**src/rtl/crcs_pkg.sv**
```systemverilog
// Package with shared types, constants and opcodes for the step core.
`timescale 1ns / 1ps
`default_nettype none
package crcs_pkg;
   localparam int MemWords = 16384;
   localparam int MemAw    = $clog2(MemWords);
   localparam logic [31:0] DataBase  = 32'h1000_0000;
   localparam logic [31:0] DataShift = 32'(MemWords * 2);
   localparam logic [31:0] MemBytes  = 32'(MemWords * 4);

   localparam logic [1:0] MODE_LOAD   = 2'd0;
   localparam logic [1:0] MODE_START  = 2'd1;
   localparam logic [1:0] MODE_EXEC   = 2'd2;
   localparam logic [1:0] MODE_UNUSED = 2'd3;

   localparam logic [2:0] ERR_NONE = 3'd0;
   localparam logic [2:0] ERR_DIV0 = 3'd1;
   localparam logic [2:0] ERR_ADDR = 3'd2;
   localparam logic [2:0] ERR_OP   = 3'd3;
   localparam logic [2:0] ERR_PC   = 3'd4;

   localparam logic [5:0] OP_ADD = 6'd0, OP_SUB = 6'd1, OP_MUL = 6'd2, OP_DIV = 6'd3,
      OP_NOT = 6'd4, OP_AND = 6'd5, OP_NAND = 6'd6, OP_OR = 6'd7, OP_XOR = 6'd8,
      OP_XNOR = 6'd9, OP_MOV = 6'd10, OP_SGT = 6'd11, OP_SLT = 6'd12, OP_MAD = 6'd13,
      OP_ADDI = 6'd14, OP_SUBI = 6'd15, OP_MULI = 6'd16, OP_DIVI = 6'd17,
      OP_ANDI = 6'd18, OP_NANDI = 6'd19, OP_ORI = 6'd20, OP_XORI = 6'd21,
      OP_LW = 6'd22, OP_SW = 6'd23, OP_LB = 6'd24, OP_SB = 6'd25, OP_BEQ = 6'd26,
      OP_BNE = 6'd27, OP_CLR = 6'd28, OP_JMP = 6'd29, OP_JAL = 6'd30, OP_HALT = 6'd31;

   typedef struct packed {
      logic [1:0]  mode;
      logic [13:0] word_index;
      logic [31:0] load_data;
      logic [4:0]  reg_select;
   } req_type;

   typedef struct packed {
      logic [31:0] pc_value;
      logic        running;
      logic [2:0]  error_code;
      logic [31:0] reg_value;
      logic [31:0] executed_word;
   } rsp_type;

   typedef struct packed {
      logic        start;
      logic        is_div;
      logic [31:0] a;
      logic [31:0] b;
   } mdu_cmd_type;
endpackage
`default_nettype wire

```
**src/rtl/crcs_mdu.sv**
```systemverilog
// Shared multiply and divide unit, one bit per cycle.
`timescale 1ns / 1ps
`default_nettype none
module crcs_mdu import crcs_pkg::*; (
   input  wire logic        clock,
   input  wire logic        reset,
   input  wire mdu_cmd_type cmd,
   output logic             done,
   output logic [31:0]      result
);
   logic        busy_ff, busy_in;
   logic [5:0]  cnt_ff, cnt_in;
   logic        div_ff, div_in;
   logic [31:0] acc_ff, acc_in, a_ff, a_in, b_ff, b_in;
   logic [32:0] trial;

   always_comb begin
      busy_in = busy_ff; cnt_in = cnt_ff; div_in = div_ff;
      acc_in = acc_ff; a_in = a_ff; b_in = b_ff;
      done = busy_ff && (cnt_ff == 6'd32);
      trial = {acc_ff, a_ff[31]} - {1'b0, b_ff};
      if (cmd.start) begin
         busy_in = 1'b1; cnt_in = 6'd0; div_in = cmd.is_div;
         acc_in = '0; a_in = cmd.a; b_in = cmd.b;
      end else if (done) begin
         busy_in = 1'b0; cnt_in = 6'd0;
      end else if (busy_ff) begin
         if (div_ff) begin
            // Restoring division: quotient bits shift into a_ff.
            if (!trial[32]) begin
               acc_in = trial[31:0]; a_in = {a_ff[30:0], 1'b1};
            end else begin
               acc_in = {acc_ff[30:0], a_ff[31]}; a_in = {a_ff[30:0], 1'b0};
            end
         end else begin
            // Shift-add multiply, low 32 bits kept.
            acc_in = (acc_ff << 1) + (a_ff[31] ? b_ff : 32'd0);
            a_in = {a_ff[30:0], 1'b0};
         end
         cnt_in = cnt_ff + 6'd1;
      end
      result = div_ff ? a_ff : acc_ff;
   end

   always_ff @(posedge clock) begin
      if (reset) begin
         busy_ff <= 1'b0; cnt_ff <= '0;
      end else begin
         busy_ff <= busy_in;
         cnt_ff <= cnt_in;
      end
      div_ff <= div_in; acc_ff <= acc_in; a_ff <= a_in; b_ff <= b_in;
   end
endmodule
`default_nettype wire

```
**config.mk**
```make
export PLATFORM = sky130hd
export DESIGN_NAME = crcs_mdu
export DESIGN_NICKNAME = d
export VERILOG_FILES = /design/src/rtl/crcs_pkg.sv /design/src/rtl/crcs_mdu.sv
export SDC_FILE = /design/constraint.sdc
export NUM_CORES = 1
export LEC_CHECK = 0
export BUFFER_PORTS_ARGS = -buffer_cell sky130_fd_sc_hd__buf_2
export CAP_MARGIN = 20
export CORE_MARGIN = 2
export CORE_UTILIZATION = 50
export DETAILED_ROUTE_END_ITERATION = 8
export PLACE_DENSITY = 0.7
export SLEW_MARGIN = 30
export SYNTH_ARGS = -nofsm -noshare
export SYNTH_HDL_FRONTEND = slang
export SYNTH_SLANG_ARGS = --single-unit
```
**constraint.sdc**
```tcl
create_clock -name clock -period 8.3 [get_ports clock]
set_clock_uncertainty 0.05 [all_clocks]
set_input_delay 1.66 -clock clock [delete_from_list [all_inputs] [get_ports clock]]
set_output_delay 1.66 -clock clock [all_outputs]
set_load 0.01 [all_outputs]
```
# --- Yosys cells after proc, flatten, opt, wreduce, memory -nomap -nowiden ---
# Index checks and enable logic that the tools add are counted.
classes:
  n_addsub: 3
  eq_ne: 2
  muxes: 11
  n_bitwise: 1
  reduce_logical: 6
op_table:
  columns: ["operator", "count"]
  rows:
  - ["$mux 32", 7]
  - ["$sub 33x32->33", 1]
  - ["$add 32x32->32", 1]
  - ["$add 6x1->6 const B", 1]
  - ["$eq 6x6->1 const B", 1]
  - ["$mux 1", 4]
  - ["$reduce_and 2->1", 2]
  - ["$reduce_bool 2->1", 2]
  - ["$reduce_or 3->1", 1]
  - ["$ne 2x2->1 const B", 1]
  - ["$logic_and 1x1->1", 1]
  - ["$not 1->1", 1]
totals:
  regBits: 104
  input_bits: 68
  out_inout_bits: 33

# --- Longest topological paths before layout ---
logic_depth:
  depth_word: 6
  ltp_mapped: 16
  mapped_depth_nobuf: 15

# --- Worst setup path after synthesis ---
# Ideal clock, no wire load.
synth_path:
  path_type: "register to register"
  start: "reg a_ff[31]"
  end: "reg acc_ff[13]"
  setup_time_ns: 0.117
  arrival_time_ns: 3.267
  required_ns: 8.133
  slack_ns: 4.866
  stages_incl_launch_ff: 16
  period_less_slack_ns: 3.434
  path_cell_list: "edfxtp_1 -> inv_1 -> clkbuf_1 -> ha_1 -> fa_1 -> nand2b_1 -> a21o_1 -> a21oi_2 -> a31oi_2 -> a21oi_4 -> a41oi_4 -> xnor2_4 -> buf_4 -> mux2i_1 -> nand2_1 -> a32o_1"
synth_between:
  elab_chain_cells: 3
  word_cells_on_any_way: 5
  classes_between: "2 x add/sub; 3 x mux"
synth_lines:
  columns: ["element", "line", "source"]
  rows:
  - ["start: declaration", "crcs_mdu.sv:14", "logic [31:0] acc_ff, acc_in, a_ff, a_in, b_ff, b_in;"]
  - ["start signal: assignment", "crcs_mdu.sv:52", "div_ff <= div_in; acc_ff <= acc_in; a_ff <= a_in; b_ff <= b_in;"]
  - ["$sub 33x32->33 or $mux 32 (tied branches)", "crcs_mdu.sv:21, crcs_mdu.sv:37", null]
  - ["$mux 32 or $add 32x32->32 (tied branches)", "crcs_mdu.sv:30, crcs_mdu.sv:37", null]
  - ["$mux 32 (*)", "crcs_mdu.sv:28", "if (div_ff) begin"]
  - ["end signal: assignment", "crcs_mdu.sv:52", null]
  - ["end: declaration", "crcs_mdu.sv:14", null]
# Mark *: on every way between the ends. The rest lies on a longest branch, timed or not.
# A chain may end at the register's enable or synchronous reset.

# --- Worst setup path after layout ---
layout_path:
  start: "reg a_ff[31]"
  end: "reg acc_ff[28]"
# Same word-level chain as after synthesis.

==> flow_summary.ini <==
[floorplanning]
initial_utilization_pct = 50.6
rows = 47
die_y_um = 133
die_w_um = 133
core_um2 = 16400
die-area_um2 = 17700
num_io_pins = 101

[timing]
worst_pin_slew_ns = 0.745
rsz0062_at_grt = no
slew_headroom_pct = 50.0
setup_viol = 0
period_share_pct = 50.9
min_period_ns = 4.22
slew_viol_final = 0
holdWs_ns = 0.503
fmax_ghz = 0.237
finalSetupTns_ns = 0
finalHoldViolCount = 0

[global_route]
grt_pass1_vias = 6779
grt_pass1_wl_mm = 35.1
grt_start_max_net_pins = 66
grt-ovfl-total = 0
antenna_found_initial = 0
grt_usage_pct = 25.0

[logic_synthesis]
synth_top_area_share_pct = 23.5
yosysSeqAreaShare_pct = 32.9
synth_top_cell_by_area = edfxtp_1
synth_edf_count = 65
synthCells = 923
syn_area_um2 = 8310
syn_nets = 1058
synth.avg_cell_area_um2 = 9.00
yosysWarnings = 0
synthTopCellsByArea = edfxtp_1, ha_1, dfxtp_1
synth_cell_types = 68
synth-main-ff-cell = edfxtp_1
async_flop_share_pct = 0
synth-seq-cells = 104

[cts]
postCtsHoldBufs = 0
cts_buffers = 9
clock_latency_ns = 0.37
cts_max_level = 3
numClockSinks = 104
cts_resized = 0
cts_tree = built
path_clk_slew_ns = 0.08
cts_buffer_depth = 2
cts-root-buf = clkbuf_16
post-cts-setup-buffer-count = 0

[pwr]
switchingPower_uw = 592
power_mw = 1.65
power.density_nw_per_um2 = 178
clkPwrFrac_pct = 26.4
sw_frac_of_total_pct = 35.9
comb_power_share_pct = 34.4
vdd_drop_max_v = 0.000114
seqPwrFrac_pct = 39.3
p_leak_nw = 4.13
p_int_mw = 1.06

[worst_setup_path]
cp.arrival_ns = 4.47
slowest_stage = buf_4
path_cells = inv_2 -> ha_1 -> fa_1 -> nand2b_1 -> a21o_1 -> a21oi_2 -> a31oi_2 -> a21oi_4 -> a41oi_4 -> xnor2_4 -> buf_4 -> mux2i_1 -> a2111o_1 -> nor3b_2
cp_max_fo = 43
cp_top_family = compound AO/OA/AOI/OAI gates
worstPathRequired_ns = 8.55
timing.critical_path.buf_inv = 2
start_kind = flop
crit_path_end_kind = flop
slowest_delay_ns = 0.49
crit_type = reg2reg

[place]
dp.cells = 1210
numPortBuffers = 100
dp_hpwl_mm = 15.8
gp_congestion = 0.942

[cells_and_area]
fin_cells = 1226
layout_commonest_cell = buf_2
final_util_pct = 56.4
diodes = 0
drive_gt1_share_pct = 20.1
area_delta_synth_final_pct = 11.5
fin_nets = 1136
layout_common_cells = buf_2, a21oi_1, nor2_1

[drt]
drcViolationCount = 0
vias_per_cell = 5.88
vias = 7208
wl_per_cell_um = 17.8
drt_iter0_markers = 590
postRouteAntennaNets = 0
drtPass1Iterations = 5
drt_wl_total_mm = 21.8

[run_status]
outcome = finished, final reports clean

[hold_path]
hold_class = reg2reg

[flow_run]
cap_violations = 0
==> power groups by stage <==
stage,combinational (mW),sequential (mW),clock [mW]
after global routing,0.622,0.654,0.463
after detailed placement,0.555,0.657,0
after global placement,0.553,0.655,0
final,0.566,0.647,0.435
after floorplan,0.428,0.634,0
after CTS,0.560,0.645,0.449
==> synthesized netlist by cell type (all sizes together) (4+ instances only) <==
| cell type | instances |
|---|---|
| nor2 | 81 |
| a2111oi | 6 |
| nor3 | 17 |
| and2 | 9 |
| mux2 | 65 |
| mux2i | 17 |
| buf | 11 |
| clkbuf | 29 |
| nand2b | 17 |
| o31ai | 4 |
| a211oi | 11 |
| nand4 | 8 |
| a21oi | 86 |
| o21a | 6 |
| xor2 | 21 |
| o22ai | 4 |
| o211ai | 12 |
| nand3 | 18 |
| nor3b | 6 |
| ha | 65 |
| a21o | 31 |
| xnor2 | 37 |
| a31oi | 8 |
| and3 | 7 |
| nand2 | 71 |
| o21bai | 10 |
| edfxtp | 65 |
| o21ai | 59 |
| nor2b | 8 |
| dfxtp | 39 |
| inv | 53 |
==> tightest hold or removal path: cells and delay by family, from the launching register on <==
kind / cells / cell delay [ns]
flip-flops: 1 / 0.37
XOR/XNOR: 1 / 0.08
AND/OR/NAND/NOR: 1 / 0.07
==> flip-flops by register name (all words and copies together), names as in the netlist <==
register  cells
a_ff         32
div_ff        1
b_ff         32
busy_ff       1
cnt_ff        6
acc_ff       32
==> final cells by class <==
type	count	area (um^2)
Clock inverter	6	60.1
Multi-Input combinational cell	725	5200
Inverter	54	203
Sequential cell	104	2730
Clock buffer	10	229
Fill cell	1475	7150
Tap cell	220	275
Timing Repair Buffer	107	556
==> kinds of logic after synthesis <==
group | share of synthesized area (%)
AO/OA/AOI/OAI | 21.2
XOR/XNOR | 6.34
adder cells (fa/ha/maj) | 10.3
buffers and inverters | 4.46
flip-flops | 32.9
multiplexers | 10.9
AND/OR/NAND/NOR | 14.0
==> final timing paths <==
path | slack, ns | cells past startpoint | endpoint | start
hold reg to reg | 0.50 | 2 | cnt_ff[4]$_SDFFE_PP0P_ | cnt_ff[4]$_SDFFE_PP0P_
setup / recovery | 4.08 | 14 | acc_ff[28]$_SDFFE_PP0P_ | a_ff[31]$_DFFE_PP_
setup reg to reg | 4.08 | 14 | acc_ff[28]$_SDFFE_PP0P_ | a_ff[31]$_DFFE_PP_
hold / removal | 0.50 | 2 | cnt_ff[4]$_SDFFE_PP0P_ | cnt_ff[4]$_SDFFE_PP0P_
==> metal layers <==
metal | wire, um | vias up | global-route usage, %
met2 | 8860 | 290 | 36.0
met5 | 0 | - | 0
li1 | - | 3532 | -
met3 | 1820 | 30 | 5.59
met1 | 10700 | 3356 | 37.8
met4 | 378 | 0 | 5.97
==> stage by stage <==
step                      cell area [um^2]  setup WS (ns)
after CTS                             9260           3.78
after global routing                  9260           3.79
after global placement                8970           3.94
final                                 9260           4.08
after floorplan                       8310           4.87
after detailed placement              8970           3.82
Power figures use the tool's default switching activity.
